--- config.mk ---
export PLATFORM = sky130hd
export DESIGN_NAME = stereo_biquad_cascade_highpass
export DESIGN_NICKNAME = d
export VERILOG_FILES = /design/src/rtl/sbqhp_pkg.sv /design/src/rtl/sbqhp_ram.sv /design/src/rtl/sbqhp_ctrl.sv /design/src/rtl/sbqhp_dp.sv /design/src/rtl/stereo_biquad_cascade_highpass.sv
export SDC_FILE = /design/constraint.sdc
export NUM_CORES = 2
export LEC_CHECK = 0
export ABC_AREA = 1
export ABC_CLOCK_PERIOD_IN_PS = 9100
export BUFFER_PORTS_ARGS = -buffer_cell sky130_fd_sc_hd__buf_2
export CAP_MARGIN = 10
export CORE_UTILIZATION = 35
export DETAILED_ROUTE_END_ITERATION = 10
export PLACE_DENSITY = 0.46
export SETUP_SLACK_MARGIN = 0.1
export SLEW_MARGIN = 15
export SYNTH_ARGS = -nofsm -noshare
export SYNTH_HDL_FRONTEND = slang
export SYNTH_SLANG_ARGS = --single-unit
--- constraint.sdc ---
create_clock -name i_clk -period 9.1 [get_ports i_clk]
set_input_delay 0.91 -clock i_clk [delete_from_list [all_inputs] [get_ports i_clk]]
set_output_delay 0.91 -clock i_clk [all_outputs]
set_load 0.05 [all_outputs]
--- src/rtl/sbqhp_pkg.sv ---
// shared types and constants of the stereo biquad highpass cascade
// used by sbqhp_ctrl, sbqhp_dp and the top level; no dependencies
package sbqhp_pkg;

    // cascade and number formats
    localparam int SECTIONS       = 5;
    localparam int SAMPLE_BITS    = 24;
    localparam int COEF_FRAC_BITS = 19;
    localparam int COEF_BITS      = 21;
    localparam int DATA_BITS      = 40;
    localparam int DATA_FRAC      = DATA_BITS - SAMPLE_BITS;
    localparam int REG_BITS       = 3 * COEF_BITS;

    // delay store: x1, x2, y1, y2 per section and channel
    localparam int STORE_DEPTH = SECTIONS * 8;
    localparam int ADDR_BITS   = $clog2(STORE_DEPTH);
    localparam int ROW_BITS    = ADDR_BITS - 2;
    localparam int SEC_BITS    = (SECTIONS > 1) ? $clog2(SECTIONS) : 1;
    localparam int CFG_IDX_BITS = 3;

    // multiply-accumulate widths (difference term split into two halves)
    localparam int DIFF_BITS = DATA_BITS + 3;
    localparam int LO_BITS   = 22;
    localparam int HI_BITS   = DIFF_BITS - LO_BITS;
    localparam int MOP_BITS  = LO_BITS + 1;
    localparam int PROD_BITS = COEF_BITS + MOP_BITS;
    localparam int ACC_BITS  = COEF_BITS + DIFF_BITS + 2;
    localparam int MUL_STEPS = 6;
    localparam int STEP_BITS = 3;

    // stream word width, whole bytes
    localparam int TDATA_BITS = ((2 * SAMPLE_BITS + 7) / 8) * 8;

    // delay entry codes within one section row
    localparam logic [1:0] ENT_X1 = 2'd0;
    localparam logic [1:0] ENT_X2 = 2'd1;
    localparam logic [1:0] ENT_Y1 = 2'd2;
    localparam logic [1:0] ENT_Y2 = 2'd3;

    // coefficient codes, taken from the upper bits of the multiply step
    localparam logic [1:0] COEF_B0 = 2'd0;
    localparam logic [1:0] COEF_A1 = 2'd1;
    localparam logic [1:0] COEF_A2 = 2'd2;

    // controller to datapath commands
    typedef struct packed {
        logic                 in_load;
        logic                 ch;
        logic [SEC_BITS-1:0]  sec;
        logic                 rd_en;
        logic [1:0]           rd_sel;
        logic                 cap_en;
        logic [1:0]           cap_sel;
        logic                 diff_en;
        logic                 wr_en;
        logic [1:0]           wr_sel;
        logic                 mul_en;
        logic [STEP_BITS-1:0] mul_step;
        logic                 rnd_en;
        logic                 last_sec;
        logic                 out_load;
    } t_dp_cmd;

    // datapath to controller status
    typedef struct packed {
        logic out_free;
    } t_dp_sts;

endpackage

--- src/rtl/sbqhp_ram.sv ---
// generic single-write, single-read ram with registered read data
// no dependencies
module sbqhp_ram #(
    parameter int WIDTH = 40,
    parameter int DEPTH = 40
) (
    input  logic                     i_clk,
    input  logic                     i_wr_en,
    input  logic [$clog2(DEPTH)-1:0] i_wr_addr,
    input  logic [WIDTH-1:0]         i_wr_data,
    input  logic                     i_rd_en,
    input  logic [$clog2(DEPTH)-1:0] i_rd_addr,
    output logic [WIDTH-1:0]         o_rd_data
);

    logic [WIDTH-1:0] r_mem [DEPTH];
    logic [WIDTH-1:0] r_rd_data;

    // write port and registered read port
    always_ff @(posedge i_clk) begin
        if (i_wr_en) begin
            r_mem[i_wr_addr] <= i_wr_data;
        end
        if (i_rd_en) begin
            r_rd_data <= r_mem[i_rd_addr];
        end
    end

    assign o_rd_data = r_rd_data;

endmodule

--- src/rtl/sbqhp_ctrl.sv ---
// sequencer of the biquad cascade: walks channels, sections and multiply steps
// depends on sbqhp_pkg
module sbqhp_ctrl (
    input  logic              i_clk,
    input  logic              i_rst_n,
    input  logic              i_in_valid,
    output logic              o_in_ready,
    input  sbqhp_pkg::t_dp_sts i_sts,
    output sbqhp_pkg::t_dp_cmd o_cmd
);

    typedef enum logic [6:0] {
        ST_IDLE  = 7'b0000001,
        ST_READ  = 7'b0000010,
        ST_DIFF  = 7'b0000100,
        ST_MUL   = 7'b0001000,
        ST_TAIL  = 7'b0010000,
        ST_ROUND = 7'b0100000,
        ST_FIN   = 7'b1000000
    } t_state;

    localparam logic [sbqhp_pkg::SEC_BITS-1:0] LAST_SEC =
        sbqhp_pkg::SEC_BITS'(sbqhp_pkg::SECTIONS - 1);
    localparam logic [sbqhp_pkg::STEP_BITS-1:0] LAST_READ = sbqhp_pkg::STEP_BITS'(3);
    localparam logic [sbqhp_pkg::STEP_BITS-1:0] LAST_MUL =
        sbqhp_pkg::STEP_BITS'(sbqhp_pkg::MUL_STEPS - 1);

    t_state                          r_state, n_state;
    logic [sbqhp_pkg::STEP_BITS-1:0] r_step, n_step;
    logic [sbqhp_pkg::SEC_BITS-1:0]  r_sec, n_sec;
    logic                            r_ch, n_ch;
    logic                            w_last_sec;
    sbqhp_pkg::t_dp_cmd              w_cmd;

    assign w_last_sec = (r_sec == LAST_SEC);

    // next state and command decode
    always_comb begin
        n_state = r_state;
        n_step  = r_step;
        n_sec   = r_sec;
        n_ch    = r_ch;
        w_cmd          = '0;
        w_cmd.ch       = r_ch;
        w_cmd.sec      = r_sec;
        w_cmd.mul_step = r_step;
        w_cmd.last_sec = w_last_sec;
        o_in_ready     = 1'b0;
        unique case (r_state)
            ST_IDLE: begin
                o_in_ready = 1'b1;
                if (i_in_valid) begin
                    w_cmd.in_load = 1'b1;
                    n_state = ST_READ;
                    n_step  = '0;
                    n_sec   = '0;
                    n_ch    = 1'b0;
                end
            end
            ST_READ: begin
                w_cmd.rd_en  = 1'b1;
                w_cmd.rd_sel = r_step[1:0];
                if (r_step != '0) begin
                    w_cmd.cap_en  = 1'b1;
                    w_cmd.cap_sel = r_step[1:0] - 2'd1;
                end
                if (r_step == LAST_READ) begin
                    n_state = ST_DIFF;
                    n_step  = '0;
                end else begin
                    n_step = r_step + 1'b1;
                end
            end
            ST_DIFF: begin
                // last read lands, difference term formed, x stored
                w_cmd.cap_en  = 1'b1;
                w_cmd.cap_sel = sbqhp_pkg::ENT_Y2;
                w_cmd.diff_en = 1'b1;
                w_cmd.wr_en   = 1'b1;
                w_cmd.wr_sel  = sbqhp_pkg::ENT_X1;
                n_state = ST_MUL;
                n_step  = '0;
            end
            ST_MUL: begin
                w_cmd.mul_en = 1'b1;
                // shift the older delay entries while the multiplier runs
                if (r_step == sbqhp_pkg::STEP_BITS'(0)) begin
                    w_cmd.wr_en  = 1'b1;
                    w_cmd.wr_sel = sbqhp_pkg::ENT_X2;
                end else if (r_step == sbqhp_pkg::STEP_BITS'(1)) begin
                    w_cmd.wr_en  = 1'b1;
                    w_cmd.wr_sel = sbqhp_pkg::ENT_Y2;
                end
                if (r_step == LAST_MUL) begin
                    n_state = ST_TAIL;
                    n_step  = '0;
                end else begin
                    n_step = r_step + 1'b1;
                end
            end
            ST_TAIL: begin
                n_state = ST_ROUND;
            end
            ST_ROUND: begin
                w_cmd.rnd_en = 1'b1;
                w_cmd.wr_en  = 1'b1;
                w_cmd.wr_sel = sbqhp_pkg::ENT_Y1;
                n_step = '0;
                if (!w_last_sec) begin
                    n_sec   = r_sec + 1'b1;
                    n_state = ST_READ;
                end else if (!r_ch) begin
                    n_ch    = 1'b1;
                    n_sec   = '0;
                    n_state = ST_READ;
                end else begin
                    n_state = ST_FIN;
                end
            end
            ST_FIN: begin
                if (i_sts.out_free) begin
                    w_cmd.out_load = 1'b1;
                    n_state = ST_IDLE;
                end
            end
            default: begin
                n_state = ST_IDLE;
            end
        endcase
    end

    assign o_cmd = w_cmd;

    // state registers
    always_ff @(posedge i_clk) begin
        if (!i_rst_n) begin
            r_state <= ST_IDLE;
            r_step  <= '0;
            r_sec   <= '0;
            r_ch    <= 1'b0;
        end else begin
            r_state <= n_state;
            r_step  <= n_step;
            r_sec   <= n_sec;
            r_ch    <= n_ch;
        end
    end

    // a new word always starts at the left channel, first section
    a_start: assert property (@(posedge i_clk) disable iff (!i_rst_n)
        w_cmd.in_load |=> (r_state == ST_READ && r_sec == '0 && !r_ch && r_step == '0))
        else $error("frame start does not reset the section walk");

    // the right channel's last section always hands over to the output stage
    a_finish: assert property (@(posedge i_clk) disable iff (!i_rst_n)
        (r_state == ST_ROUND && w_last_sec && r_ch) |=> (r_state == ST_FIN))
        else $error("cascade end does not reach the output stage");

endmodule

--- src/rtl/sbqhp_dp.sv ---
// datapath: coefficient registers, delay store, shared multiplier and accumulator
// depends on sbqhp_pkg and sbqhp_ram
module sbqhp_dp (
    input  logic                                    i_clk,
    input  logic                                    i_rst_n,
    input  sbqhp_pkg::t_dp_cmd                      i_cmd,
    output sbqhp_pkg::t_dp_sts                      o_sts,
    input  logic [sbqhp_pkg::TDATA_BITS-1:0]        i_in_data,
    input  logic                                    i_cfg_wr_en,
    input  logic [sbqhp_pkg::CFG_IDX_BITS-1:0]      i_cfg_idx,
    input  logic [sbqhp_pkg::REG_BITS-1:0]          i_cfg_wdata,
    output logic                                    o_out_valid,
    input  logic                                    i_out_ready,
    output logic [sbqhp_pkg::TDATA_BITS-1:0]        o_out_data
);

    localparam int DB = sbqhp_pkg::DATA_BITS;
    localparam int AB = sbqhp_pkg::ACC_BITS;
    localparam int SB = sbqhp_pkg::SAMPLE_BITS;
    localparam int CB = sbqhp_pkg::COEF_BITS;
    localparam logic signed [AB-1:0] ACC_HALF =
        AB'(1) <<< (sbqhp_pkg::COEF_FRAC_BITS - 1);
    localparam logic signed [AB-1:0] DATA_MAX = (AB'(1) <<< (DB - 1)) - AB'(1);
    localparam logic signed [AB-1:0] DATA_MIN = -(AB'(1) <<< (DB - 1));

    // output conversion: round half up, drop fraction, saturate
    function automatic logic [SB-1:0] f_to_sample(input logic signed [DB-1:0] v);
        logic signed [DB:0] s;
        logic signed [DB:0] q;
        logic signed [DB:0] smax;
        logic signed [DB:0] smin;
        smax = ((DB + 1)'(1) <<< (SB - 1)) - (DB + 1)'(1);
        smin = -((DB + 1)'(1) <<< (SB - 1));
        s = (DB + 1)'(v) + ((DB + 1)'(1) <<< (sbqhp_pkg::DATA_FRAC - 1));
        q = s >>> sbqhp_pkg::DATA_FRAC;
        if (q > smax) begin
            f_to_sample = smax[SB-1:0];
        end else if (q < smin) begin
            f_to_sample = smin[SB-1:0];
        end else begin
            f_to_sample = q[SB-1:0];
        end
    endfunction

    logic [sbqhp_pkg::REG_BITS-1:0]           r_coef [sbqhp_pkg::SECTIONS];
    logic [sbqhp_pkg::STORE_DEPTH-1:0]        r_vld;
    logic                                     r_rd_ok;
    logic signed [SB-1:0]                     r_in_r;
    logic signed [DB-1:0]                     r_x, r_x1, r_x2, r_y1, r_y2, r_yl;
    logic signed [sbqhp_pkg::DIFF_BITS-1:0]   r_d;
    logic signed [sbqhp_pkg::PROD_BITS-1:0]   r_prod;
    logic                                     r_prod_vld, r_prod_hi, r_prod_neg;
    logic signed [AB-1:0]                     r_acc;
    logic                                     r_out_vld;
    logic [SB-1:0]                            r_out_l, r_out_r;

    logic [sbqhp_pkg::ROW_BITS-1:0]           w_row;
    logic [sbqhp_pkg::ADDR_BITS-1:0]          w_rd_addr, w_wr_addr;
    logic [DB-1:0]                            w_rd_data, w_wr_data;
    logic signed [DB-1:0]                     w_rd_val;
    logic [sbqhp_pkg::REG_BITS-1:0]           w_coef;
    logic signed [CB-1:0]                     w_mul_c;
    logic signed [sbqhp_pkg::DIFF_BITS-1:0]   w_mul_v;
    logic signed [sbqhp_pkg::MOP_BITS-1:0]    w_mul_h;
    logic signed [sbqhp_pkg::PROD_BITS-1:0]   n_prod;
    logic signed [AB-1:0]                     w_term, n_acc;
    logic signed [AB-1:0]                     w_rnd_sum, w_rnd_shift;
    logic signed [DB-1:0]                     w_y;

    // delay store addressing: one row of four entries per section and channel
    assign w_row = (i_cmd.ch ? sbqhp_pkg::ROW_BITS'(sbqhp_pkg::SECTIONS)
                             : sbqhp_pkg::ROW_BITS'(0))
                 + sbqhp_pkg::ROW_BITS'(i_cmd.sec);
    assign w_rd_addr = {w_row, i_cmd.rd_sel};
    assign w_wr_addr = {w_row, i_cmd.wr_sel};

    // write data follows the entry being written
    always_comb begin
        unique case (i_cmd.wr_sel)
            sbqhp_pkg::ENT_X1: w_wr_data = r_x;
            sbqhp_pkg::ENT_X2: w_wr_data = r_x1;
            sbqhp_pkg::ENT_Y1: w_wr_data = w_y;
            sbqhp_pkg::ENT_Y2: w_wr_data = r_y1;
            default:           w_wr_data = r_x;
        endcase
    end

    sbqhp_ram #(
        .WIDTH (DB),
        .DEPTH (sbqhp_pkg::STORE_DEPTH)
    ) u_store (
        .i_clk     (i_clk),
        .i_wr_en   (i_cmd.wr_en),
        .i_wr_addr (w_wr_addr),
        .i_wr_data (w_wr_data),
        .i_rd_en   (i_cmd.rd_en),
        .i_rd_addr (w_rd_addr),
        .o_rd_data (w_rd_data)
    );

    // never-written entries read as zero
    assign w_rd_val = r_rd_ok ? signed'(w_rd_data) : '0;

    always_ff @(posedge i_clk) begin
        if (!i_rst_n) begin
            r_vld   <= '0;
            r_rd_ok <= 1'b0;
        end else begin
            if (i_cmd.wr_en) begin
                r_vld[w_wr_addr] <= 1'b1;
            end
            if (i_cmd.rd_en) begin
                r_rd_ok <= r_vld[w_rd_addr];
            end
        end
    end

    // coefficient registers
    always_ff @(posedge i_clk) begin
        if (!i_rst_n) begin
            for (int i = 0; i < sbqhp_pkg::SECTIONS; i++) begin
                r_coef[i] <= '0;
            end
        end else if (i_cfg_wr_en && (int'(i_cfg_idx) < sbqhp_pkg::SECTIONS)) begin
            r_coef[i_cfg_idx[sbqhp_pkg::SEC_BITS-1:0]] <= i_cfg_wdata;
        end
    end

    assign w_coef = r_coef[i_cmd.sec];

    // multiplier operands: coefficient times one half of the data term
    always_comb begin
        unique case (i_cmd.mul_step[2:1])
            sbqhp_pkg::COEF_B0: begin
                w_mul_c = signed'(w_coef[CB-1:0]);
                w_mul_v = r_d;
            end
            sbqhp_pkg::COEF_A1: begin
                w_mul_c = signed'(w_coef[2*CB-1:CB]);
                w_mul_v = sbqhp_pkg::DIFF_BITS'(r_y1);
            end
            sbqhp_pkg::COEF_A2: begin
                w_mul_c = signed'(w_coef[3*CB-1:2*CB]);
                w_mul_v = sbqhp_pkg::DIFF_BITS'(r_y2);
            end
            default: begin
                w_mul_c = '0;
                w_mul_v = '0;
            end
        endcase
        if (i_cmd.mul_step[0]) begin
            w_mul_h = sbqhp_pkg::MOP_BITS'(
                signed'(w_mul_v[sbqhp_pkg::DIFF_BITS-1:sbqhp_pkg::LO_BITS]));
        end else begin
            w_mul_h = signed'({1'b0, w_mul_v[sbqhp_pkg::LO_BITS-1:0]});
        end
    end

    assign n_prod = w_mul_c * w_mul_h;

    // accumulate the registered partial product
    assign w_term = r_prod_hi ? (AB'(r_prod) <<< sbqhp_pkg::LO_BITS) : AB'(r_prod);
    assign n_acc  = r_prod_neg ? (r_acc - w_term) : (r_acc + w_term);

    // section result: round half up, drop fraction, saturate to data width
    assign w_rnd_sum   = r_acc + ACC_HALF;
    assign w_rnd_shift = w_rnd_sum >>> sbqhp_pkg::COEF_FRAC_BITS;
    always_comb begin
        if (w_rnd_shift > DATA_MAX) begin
            w_y = DATA_MAX[DB-1:0];
        end else if (w_rnd_shift < DATA_MIN) begin
            w_y = DATA_MIN[DB-1:0];
        end else begin
            w_y = w_rnd_shift[DB-1:0];
        end
    end

    // data registers of the section in progress
    always_ff @(posedge i_clk) begin
        if (i_cmd.in_load) begin
            r_x    <= {i_in_data[SB-1:0], {sbqhp_pkg::DATA_FRAC{1'b0}}};
            r_in_r <= i_in_data[2*SB-1:SB];
        end
        if (i_cmd.cap_en) begin
            unique case (i_cmd.cap_sel)
                sbqhp_pkg::ENT_X1: r_x1 <= w_rd_val;
                sbqhp_pkg::ENT_X2: r_x2 <= w_rd_val;
                sbqhp_pkg::ENT_Y1: r_y1 <= w_rd_val;
                sbqhp_pkg::ENT_Y2: r_y2 <= w_rd_val;
                default:           r_x1 <= w_rd_val;
            endcase
        end
        if (i_cmd.diff_en) begin
            r_d <= sbqhp_pkg::DIFF_BITS'(r_x) - (sbqhp_pkg::DIFF_BITS'(r_x1) <<< 1)
                 + sbqhp_pkg::DIFF_BITS'(r_x2);
        end
        if (i_cmd.mul_en) begin
            r_prod     <= n_prod;
            r_prod_hi  <= i_cmd.mul_step[0];
            r_prod_neg <= (i_cmd.mul_step[2:1] != sbqhp_pkg::COEF_B0);
        end
        if (i_cmd.diff_en) begin
            r_acc <= '0;
        end else if (r_prod_vld) begin
            r_acc <= n_acc;
        end
        // result feeds the next section, or the right channel starts
        if (i_cmd.rnd_en) begin
            if (i_cmd.last_sec && !i_cmd.ch) begin
                r_yl <= w_y;
                r_x  <= {r_in_r, {sbqhp_pkg::DATA_FRAC{1'b0}}};
            end else begin
                r_x <= w_y;
            end
        end
    end

    always_ff @(posedge i_clk) begin
        if (!i_rst_n) begin
            r_prod_vld <= 1'b0;
        end else begin
            r_prod_vld <= i_cmd.mul_en;
        end
    end

    // output word register
    always_ff @(posedge i_clk) begin
        if (!i_rst_n) begin
            r_out_vld <= 1'b0;
        end else if (i_cmd.out_load) begin
            r_out_vld <= 1'b1;
        end else if (i_out_ready) begin
            r_out_vld <= 1'b0;
        end
    end

    always_ff @(posedge i_clk) begin
        if (i_cmd.out_load) begin
            r_out_l <= f_to_sample(r_yl);
            r_out_r <= f_to_sample(r_x);
        end
    end

    assign o_sts.out_free = !r_out_vld || i_out_ready;
    assign o_out_valid    = r_out_vld;
    assign o_out_data     = sbqhp_pkg::TDATA_BITS'({r_out_r, r_out_l});

    // the store never sees a read and a write of one entry together
    a_rw_apart: assert property (@(posedge i_clk) disable iff (!i_rst_n)
        (i_cmd.rd_en && i_cmd.wr_en) |-> (w_rd_addr != w_wr_addr))
        else $error("delay store read and write collide");

    // a finished word never overwrites one that has not been taken
    a_no_overrun: assert property (@(posedge i_clk) disable iff (!i_rst_n)
        i_cmd.out_load |-> (!r_out_vld || i_out_ready))
        else $error("output word overwritten");

    // the accumulator is never cleared while a product is still pending
    a_acc_order: assert property (@(posedge i_clk) disable iff (!i_rst_n)
        i_cmd.diff_en |-> !r_prod_vld)
        else $error("accumulator cleared under a pending product");

endmodule

--- src/rtl/stereo_biquad_cascade_highpass.sv ---
// top level of the stereo tenth-order highpass biquad cascade
// depends on sbqhp_pkg, sbqhp_ctrl, sbqhp_dp (and sbqhp_ram below it)
//
//  channel   direction  handshake               payload
//  s_axis    in         tvalid / tready         tdata: left_in, right_in
//  m_axis    out        tvalid / tready         tdata: left_out, right_out
//  cfg       in         i_cfg_wr_en (no wait)   i_cfg_idx, i_cfg_wdata
//
// a new input word is accepted only once the previous word has left the cascade;
// each section needs 4 delay store reads, a difference step, 6 passes through
// the single 21x23 multiplier, an accumulate step and a rounding step.
// i_rst_n is synchronous; coefficients and the delay store read as zero after it.
// the next input word is taken while a result still waits on m_axis_tready;
// a stalled result holds the cascade only at its final step.
module stereo_biquad_cascade_highpass (
    input  logic                                 i_clk,
    input  logic                                 i_rst_n,
    input  logic                                 s_axis_tvalid,
    output logic                                 s_axis_tready,
    // [23:0] left_in, [47:24] right_in
    input  logic [sbqhp_pkg::TDATA_BITS-1:0]     s_axis_tdata,
    output logic                                 m_axis_tvalid,
    input  logic                                 m_axis_tready,
    // [23:0] left_out, [47:24] right_out
    output logic [sbqhp_pkg::TDATA_BITS-1:0]     m_axis_tdata,
    input  logic                                 i_cfg_wr_en,
    input  logic [sbqhp_pkg::CFG_IDX_BITS-1:0]   i_cfg_idx,
    input  logic [sbqhp_pkg::REG_BITS-1:0]       i_cfg_wdata
);

    sbqhp_pkg::t_dp_cmd w_cmd;
    sbqhp_pkg::t_dp_sts w_sts;

    // sequencer
    sbqhp_ctrl u_ctrl (
        .i_clk      (i_clk),
        .i_rst_n    (i_rst_n),
        .i_in_valid (s_axis_tvalid),
        .o_in_ready (s_axis_tready),
        .i_sts      (w_sts),
        .o_cmd      (w_cmd)
    );

    // arithmetic and storage
    sbqhp_dp u_dp (
        .i_clk       (i_clk),
        .i_rst_n     (i_rst_n),
        .i_cmd       (w_cmd),
        .o_sts       (w_sts),
        .i_in_data   (s_axis_tdata),
        .i_cfg_wr_en (i_cfg_wr_en),
        .i_cfg_idx   (i_cfg_idx),
        .i_cfg_wdata (i_cfg_wdata),
        .o_out_valid (m_axis_tvalid),
        .i_out_ready (m_axis_tready),
        .o_out_data  (m_axis_tdata)
    );

endmodule
Word level (Yosys, flattened, before mapping)
Memory sizes are Yosys's and may differ from the RTL's. A register that Yosys moved wholly into a read port is not among the register bits.
Index checks and enable logic that the tools add are counted.

storage, ports and cells
  flip-flop bits (word level) = 524
  memories kept = 2
  output and inout port bits = 50
  input port bits = 119
  word-level logic and storage cells = 162
  bits in writable memories = 1915

operators by class
  eq/ne operators = 25
  $lt $le $gt $ge = 10
  bitwise logic cells = 1
  add/sub/neg operators = 11
  reductions and logical operators = 27
  multiply operators = 1
  mux-type cells = 63

memory list
  memory              words  bits a word  rd ports  clocked after memory_dff  write ports  RTL line         source
  u_dp.u_store.r_mem  40     40           1         1                         1            sbqhp_ram.sv:16  logic [WIDTH-1:0] r_mem [DEPTH];
  u_dp.r_coef         5      63           1         1                         5            sbqhp_dp.sv:45   logic [sbqhp_pkg::REG_BITS-1:0] r_coef [sbqhp_pkg::SECTIONS];

operators with widths
  kind                                                   number
  two-way mux 40 bit                                     6
  case mux 40 bit (4 select lines)                       1
  case mux 43 bit (3 select lines)                       1
  adder 40 x 17 -> 41 bit (second input constant)        2
  adder 66 x 20 -> 66 bit (second input constant)        1
  adder 66 bit                                           1
  two-way mux 66 bit                                     1
  subtractor 66 bit                                      1
  two-way mux 65 bit                                     1
  two-way mux 63 bit                                     1
  case mux 21 bit (3 select lines)                       1
  OR reduction 63 bit                                    1
  > comparator 25 x 24 -> 1 bit (second input constant)  2
  < comparator 25 x 24 -> 1 bit (second input constant)  2
  case mux 7 bit (7 select lines)                        1
  two-way mux 24 bit                                     2
  > comparator 47 x 40 -> 1 bit (second input constant)  1
  < comparator 47 x 40 -> 1 bit (second input constant)  1
  multiplier 21 x 23 -> 44 bit                           1
  adder 42 x 40 -> 43 bit                                1
  two-way mux 7 bit                                      6
  subtractor 40 x 41 -> 42 bit                           1
  bitwise OR 40 bit                                      1
  two-way mux 3 bit                                      13
  41 further kinds                                       88

Logic depth before layout (Yosys ltp)
  depth after elaboration = 9
  mapped depth = 37
  depth with buffers taken out = 34

Modules after synthesis
A second synthesis with hierarchy kept.

unflattened totals
  cell total of the unflattened synthesis = 13718
  area, all modules = 138932.0 µm²

modules (own cells, without submodules)
  module      sequential area each (µm²)  times used  area each (µm²)  cells an instance
  sbqhp_dp    28907.7                     1           72624.7          8341
  sbqhp_ram   49247.2                     1           65226.3          5219
  sbqhp_ctrl  280.3                       1           1081.0           158

Worst setup path after synthesis
No wires, ideal clock.

  path type = reg2reg
  from = register u_ctrl.r_step[2] (netlist name)
  to = register u_dp.r_prod[38] (netlist name), data pin
  data required time = 8.840 ns
  arrival time = 7.500 ns
  period minus slack after synthesis = 7.760 ns
  cell stages (with the launch flop) = 30
  path slack = 1.340 ns
  path buffers = 4
  cell sequence = dfxtp_1 > clkbuf_2 > inv_1 > nor2_1 > buf_2 > clkbuf_1 > nand3_1 > nand3_1 > buf_2 > nand2_1 > fa_1 > fa_1 > inv_1 > fa_1 > inv_1 > fa_1 > inv_1 > fa_1 > inv_1 > fa_1 > fa_1 > inv_1 > ha_1 > nand2_1 > nor2_1 > inv_1 > nor4_1 > nand3_1 > nand3_1 > xor2_1

between the ends
  word-level cells in the longest chain between the ends = 4

RTL lines
  what                                   RTL line           source
  start, declared                        sbqhp_ctrl.sv:29   logic [sbqhp_pkg::STEP_BITS-1:0] r_step, n_step;
  start signal, assigned                 sbqhp_ctrl.sv:143  r_step <= n_step;
  == test 2 bit (tied with other cells)  sbqhp_dp.sv:133    unique case (i_cmd.mul_step[2:1])
  case mux 43 bit (3 select lines)       sbqhp_dp.sv:133
  two-way mux 23 bit                     sbqhp_dp.sv:151    if (i_cmd.mul_step[0]) begin
  multiplier 21 x 23 -> 44 bit (*)       sbqhp_dp.sv:159    assign n_prod = w_mul_c * w_mul_h;
  named net u_dp.n_prod, one bit         sbqhp_dp.sv:65     logic signed [sbqhp_pkg::PROD_BITS-1:0] n_prod;
  end signal, assigned                   sbqhp_dp.sv:198    r_prod <= n_prod;
  end, declared                          sbqhp_dp.sv:51     logic signed [sbqhp_pkg::PROD_BITS-1:0] r_prod;

Mark *: on every way through the listed nets, which the timed path passes. The rest lies on a longest branch.
A chain may end at the register's enable or synchronous reset.

Final worst setup path
  from = register u_ctrl.r_step[2] (netlist name)
  to = register u_dp.r_prod[41] (netlist name), data pin

Same word-level chain as after synthesis.

==> impl_metrics.env <==
export IMPL_status="complete, no violations"
export IMPL_vias=98850
export IMPL_clk_pin_slew_ns=0.06
export IMPL_grt_pass1_vias=99990
export IMPL_period_needed_ns=8.523
export IMPL_path_delay_family="adder cells"
export IMPL_syn_inst=12830
export IMPL_drive_above_1_share_pct=10.83
export IMPL_cp_start_kind="flop"
export IMPL_postSynthAreaPerCell_sq_um=10.75
export IMPL_ys_ff_latch=2656
export IMPL_maxCapViolCount=0
export IMPL_ant_nets=0
export IMPL_skew_ns=0.08975
export IMPL_slew_viol_final=0
export IMPL_wirelength_mm=511.5
export IMPL_stdcell_count=18610
export IMPL_routabilityCongestion=0.9455
export IMPL_die_area_sq_um=396700
export IMPL_dpl_cell_count=18040
export IMPL_synth_enable_flop_cells=2530
export IMPL_final_cell_mix="edfxtp_1 (2,530), nand2_1 (1,938), inv_1 (1,649), nor2_1 (1,327), nand3_1 (794)"
export IMPL_remaining_drc_errors=0
export IMPL_cts_num_sinks=2656
export IMPL_grt_usage_pct=25.28
export IMPL_cts_inserted_buffers=314
export IMPL_stdcell_area_sq_um=156800
export IMPL_crit_type="flop to flop"
export IMPL_cp_slowest_cell="fa_1"
export IMPL_synth_cell_types=65
export IMPL_tightestPinTransition_ns=1.263
export IMPL_grt_setup_unrepaired="true"
export IMPL_cp_common_cell="fa_1"
export IMPL_dpl_hpwl_mm=336.9
export IMPL_dp_slack_ns=0.4925
export IMPL_ys_flop_type="edfxtp_1"
export IMPL_ys_warn_count=0
export IMPL_async_flop_share_pct=0
export IMPL_multi_input_area_sq_um=51910
export IMPL_setup_viol=0
export IMPL_grt_max_degree=161
export IMPL_row_count=230
export IMPL_cp_num_buf_inv=10
export IMPL_num_io_pins=169
export IMPL_wire_per_inst_um=27.48
export IMPL_cts_hold_buf=0
export IMPL_die_w_um=629.8
export IMPL_overflow=0
export IMPL_antenna_found_initial=27
export IMPL_clockRootBuffer="clkbuf_16"
export IMPL_seq_area_frac_synth_pct=56.90
export IMPL_cp_arrival_ns=9.13
export IMPL_critPathRequiredTime_ns=9.71
export IMPL_insertion_delay_ns=0.95
export IMPL_setup_slack_ns=0.5765
export IMPL_crit_path_end_kind="flop"
export IMPL_initial_core_util_pct=35.17
export IMPL_fillerInstances=38200
export IMPL_first_pass_iters=6
export IMPL_fmax_ghz=0.1173
export IMPL_coreArea_sq_um=392200
export IMPL_cts_htree_levels=5
export IMPL_viasPerCell=5.311
export IMPL_nets=14030
export IMPL_max_slew_margin_pct=15.62
export IMPL_cts_buffer_depth=4
export IMPL_synth_area_sq_um=137900
export IMPL_hp_class="primary input to flop"
export IMPL_hold_viol=0
export IMPL_max_stage_delay_ns=0.61
export IMPL_port_buffers=168
export IMPL_worstPathMaxFanout=23
export IMPL_cts_tree="done"
export IMPL_fin_crit_sh_pct=93.66
export IMPL_drt_iter0_markers=8903
export IMPL_grt_pass1_wl_mm=728.7
export IMPL_die_h_um=629.8
export IMPL_final_common_cell="edfxtp_1"
export IMPL_seq_area_sq_um=78510
export IMPL_setup_tns_ns=0
export IMPL_syn2layout_area_growth_pct=13.69
export IMPL_placed_area_sq_um=146800
sequential cells by signal, summed over array words and instances (netlist names), 7 cells and up, named ones only:
| signal | count |
|---|---|
| u_ctrl.r_state | 7 |
| u_dp.r_acc | 66 |
| u_dp.r_coef | 504 |
| u_dp.r_d | 43 |
| u_dp.r_in_r | 24 |
| u_dp.r_out_l | 24 |
| u_dp.r_out_r | 24 |
| u_dp.r_prod | 44 |
| u_dp.r_vld | 40 |
| u_dp.r_x | 40 |
| u_dp.r_x1 | 40 |
| u_dp.r_x2 | 40 |
| u_dp.r_y1 | 40 |
| u_dp.r_y2 | 40 |
| u_dp.r_yl | 25 |
| u_dp.u_store.o_rd_data | 40 |
| u_dp.u_store.r_mem | 1600 |
metal layers:
metal | GRT usage (%) | vias up | wire, um
li1 | - | 44390 | -
met3 | 2.296 | 719 | 23780
met5 | 0 | - | 13
met1 | 33.28 | 50750 | 217700
met4 | 8.843 | 2 | 19770
met2 | 43.53 | 2989 | 250200
cells by family (layout without fill, tap and decap cells):
logic type | Yosys count | count (layout) | synth area share [%]
simple gates | 4683 | 4683 | 14.55
flops | 2656 | 2656 | 56.90
buf+inv | 2345 | 2707 | 6.617
compound gates | 2014 | 2014 | 9.593
fa+ha+maj | 775 | 775 | 9.957
xor+xnor | 261 | 261 | 1.657
mux | 99 | 99 | 0.7183
other cells | 1 | 197 | 0.002718
through the flow:
step / utilization, % / hold WS [ns]
6_report: 39.98 / 0.1644
3_5_place_dp: 37.42 / 0.4477
3_3_place_gp: 37.41 / 0.4426
2_1_floorplan: - / 0.4325
5_1_grt: 39.98 / 0.1324
4_1_cts: 39.95 / 0.08972
synthesized netlist by cell type (all sizes together) (4+ instances only):
master | n | area, sq um
edfxtp | 2530 | 75970
a21oi | 334 | 1672
nor2 | 1401 | 5354
nor4 | 30 | 215.2
buf | 219 | 1142
fa | 538 | 10770
clkbuf | 445 | 1672
mux2i | 99 | 991.0
nand4 | 59 | 369.1
inv | 1673 | 6285
o22ai | 8 | 50.05
nor3b | 5 | 37.54
nor3 | 61 | 342.8
a22oi | 4 | 30.03
o211ai | 399 | 2995
ha | 237 | 2965
dfxtp | 126 | 2522
o21bai | 87 | 653.1
o21a | 29 | 217.7
o211a | 14 | 140.1
o21ai | 651 | 3311
xor2 | 201 | 1760
a21o | 25 | 187.7
o221ai | 389 | 3407
or2 | 331 | 2073
clkinv | 8 | 30.03
xnor2 | 60 | 525.5
nand3 | 806 | 4091
a31oi | 25 | 156.4
a211oi | 7 | 52.55
nand2 | 1975 | 7491
o32ai | 29 | 254.0
and3 | 7 | 43.79
final timing paths:
| check | from | end | slack (ns) | cells after the start |
|---|---|---|---|---|
| min | s_axis_tdata[46] | u_dp.r_in_r[22]$_DFFE_PP_ | 0.16 | 1 |
| max reg2reg | u_ctrl.r_step[2]$_SDFFE_PN0P_ | u_dp.r_prod[41]$_DFFE_PP_ | 0.58 | 29 |
| min reg2reg | u_dp.r_vld[11]$_SDFFE_PN0P_ | u_dp.r_vld[11]$_SDFFE_PN0P_ | 0.46 | 1 |
| max | u_ctrl.r_step[2]$_SDFFE_PN0P_ | u_dp.r_prod[41]$_DFFE_PP_ | 0.58 | 29 |
worst reg2reg max path: cells and delay by family, from the launching register on:
family | cells | cell delay [ns]
compound gates | 1 | 0.14
fa+ha+maj | 8 | 4.22
xor+xnor | 1 | 0.09
simple gates | 9 | 1.44
buf+inv | 10 | 1.76
flops | 1 | 0.53
layout make-up:
type	count	area share [%]
multi-input combinational	8021	33.10
timing repair buffer	461	2.296
clock buffer	406	5.364
tap	5220	4.165
inverter	1681	4.050
clock inverter	159	0.9518
antenna	8	0.01276
sequential	2656	50.06
what timing repair did:
item	in CTS	in global routing
endpoints found under the hold margin	0	0
resized for setup	0	3
setup buffers	0	1
endpoints found under the setup margin	0	6
Power is not shown: default switching activity piles up to over one toggle a cycle in this logic, so the estimate is an artifact.
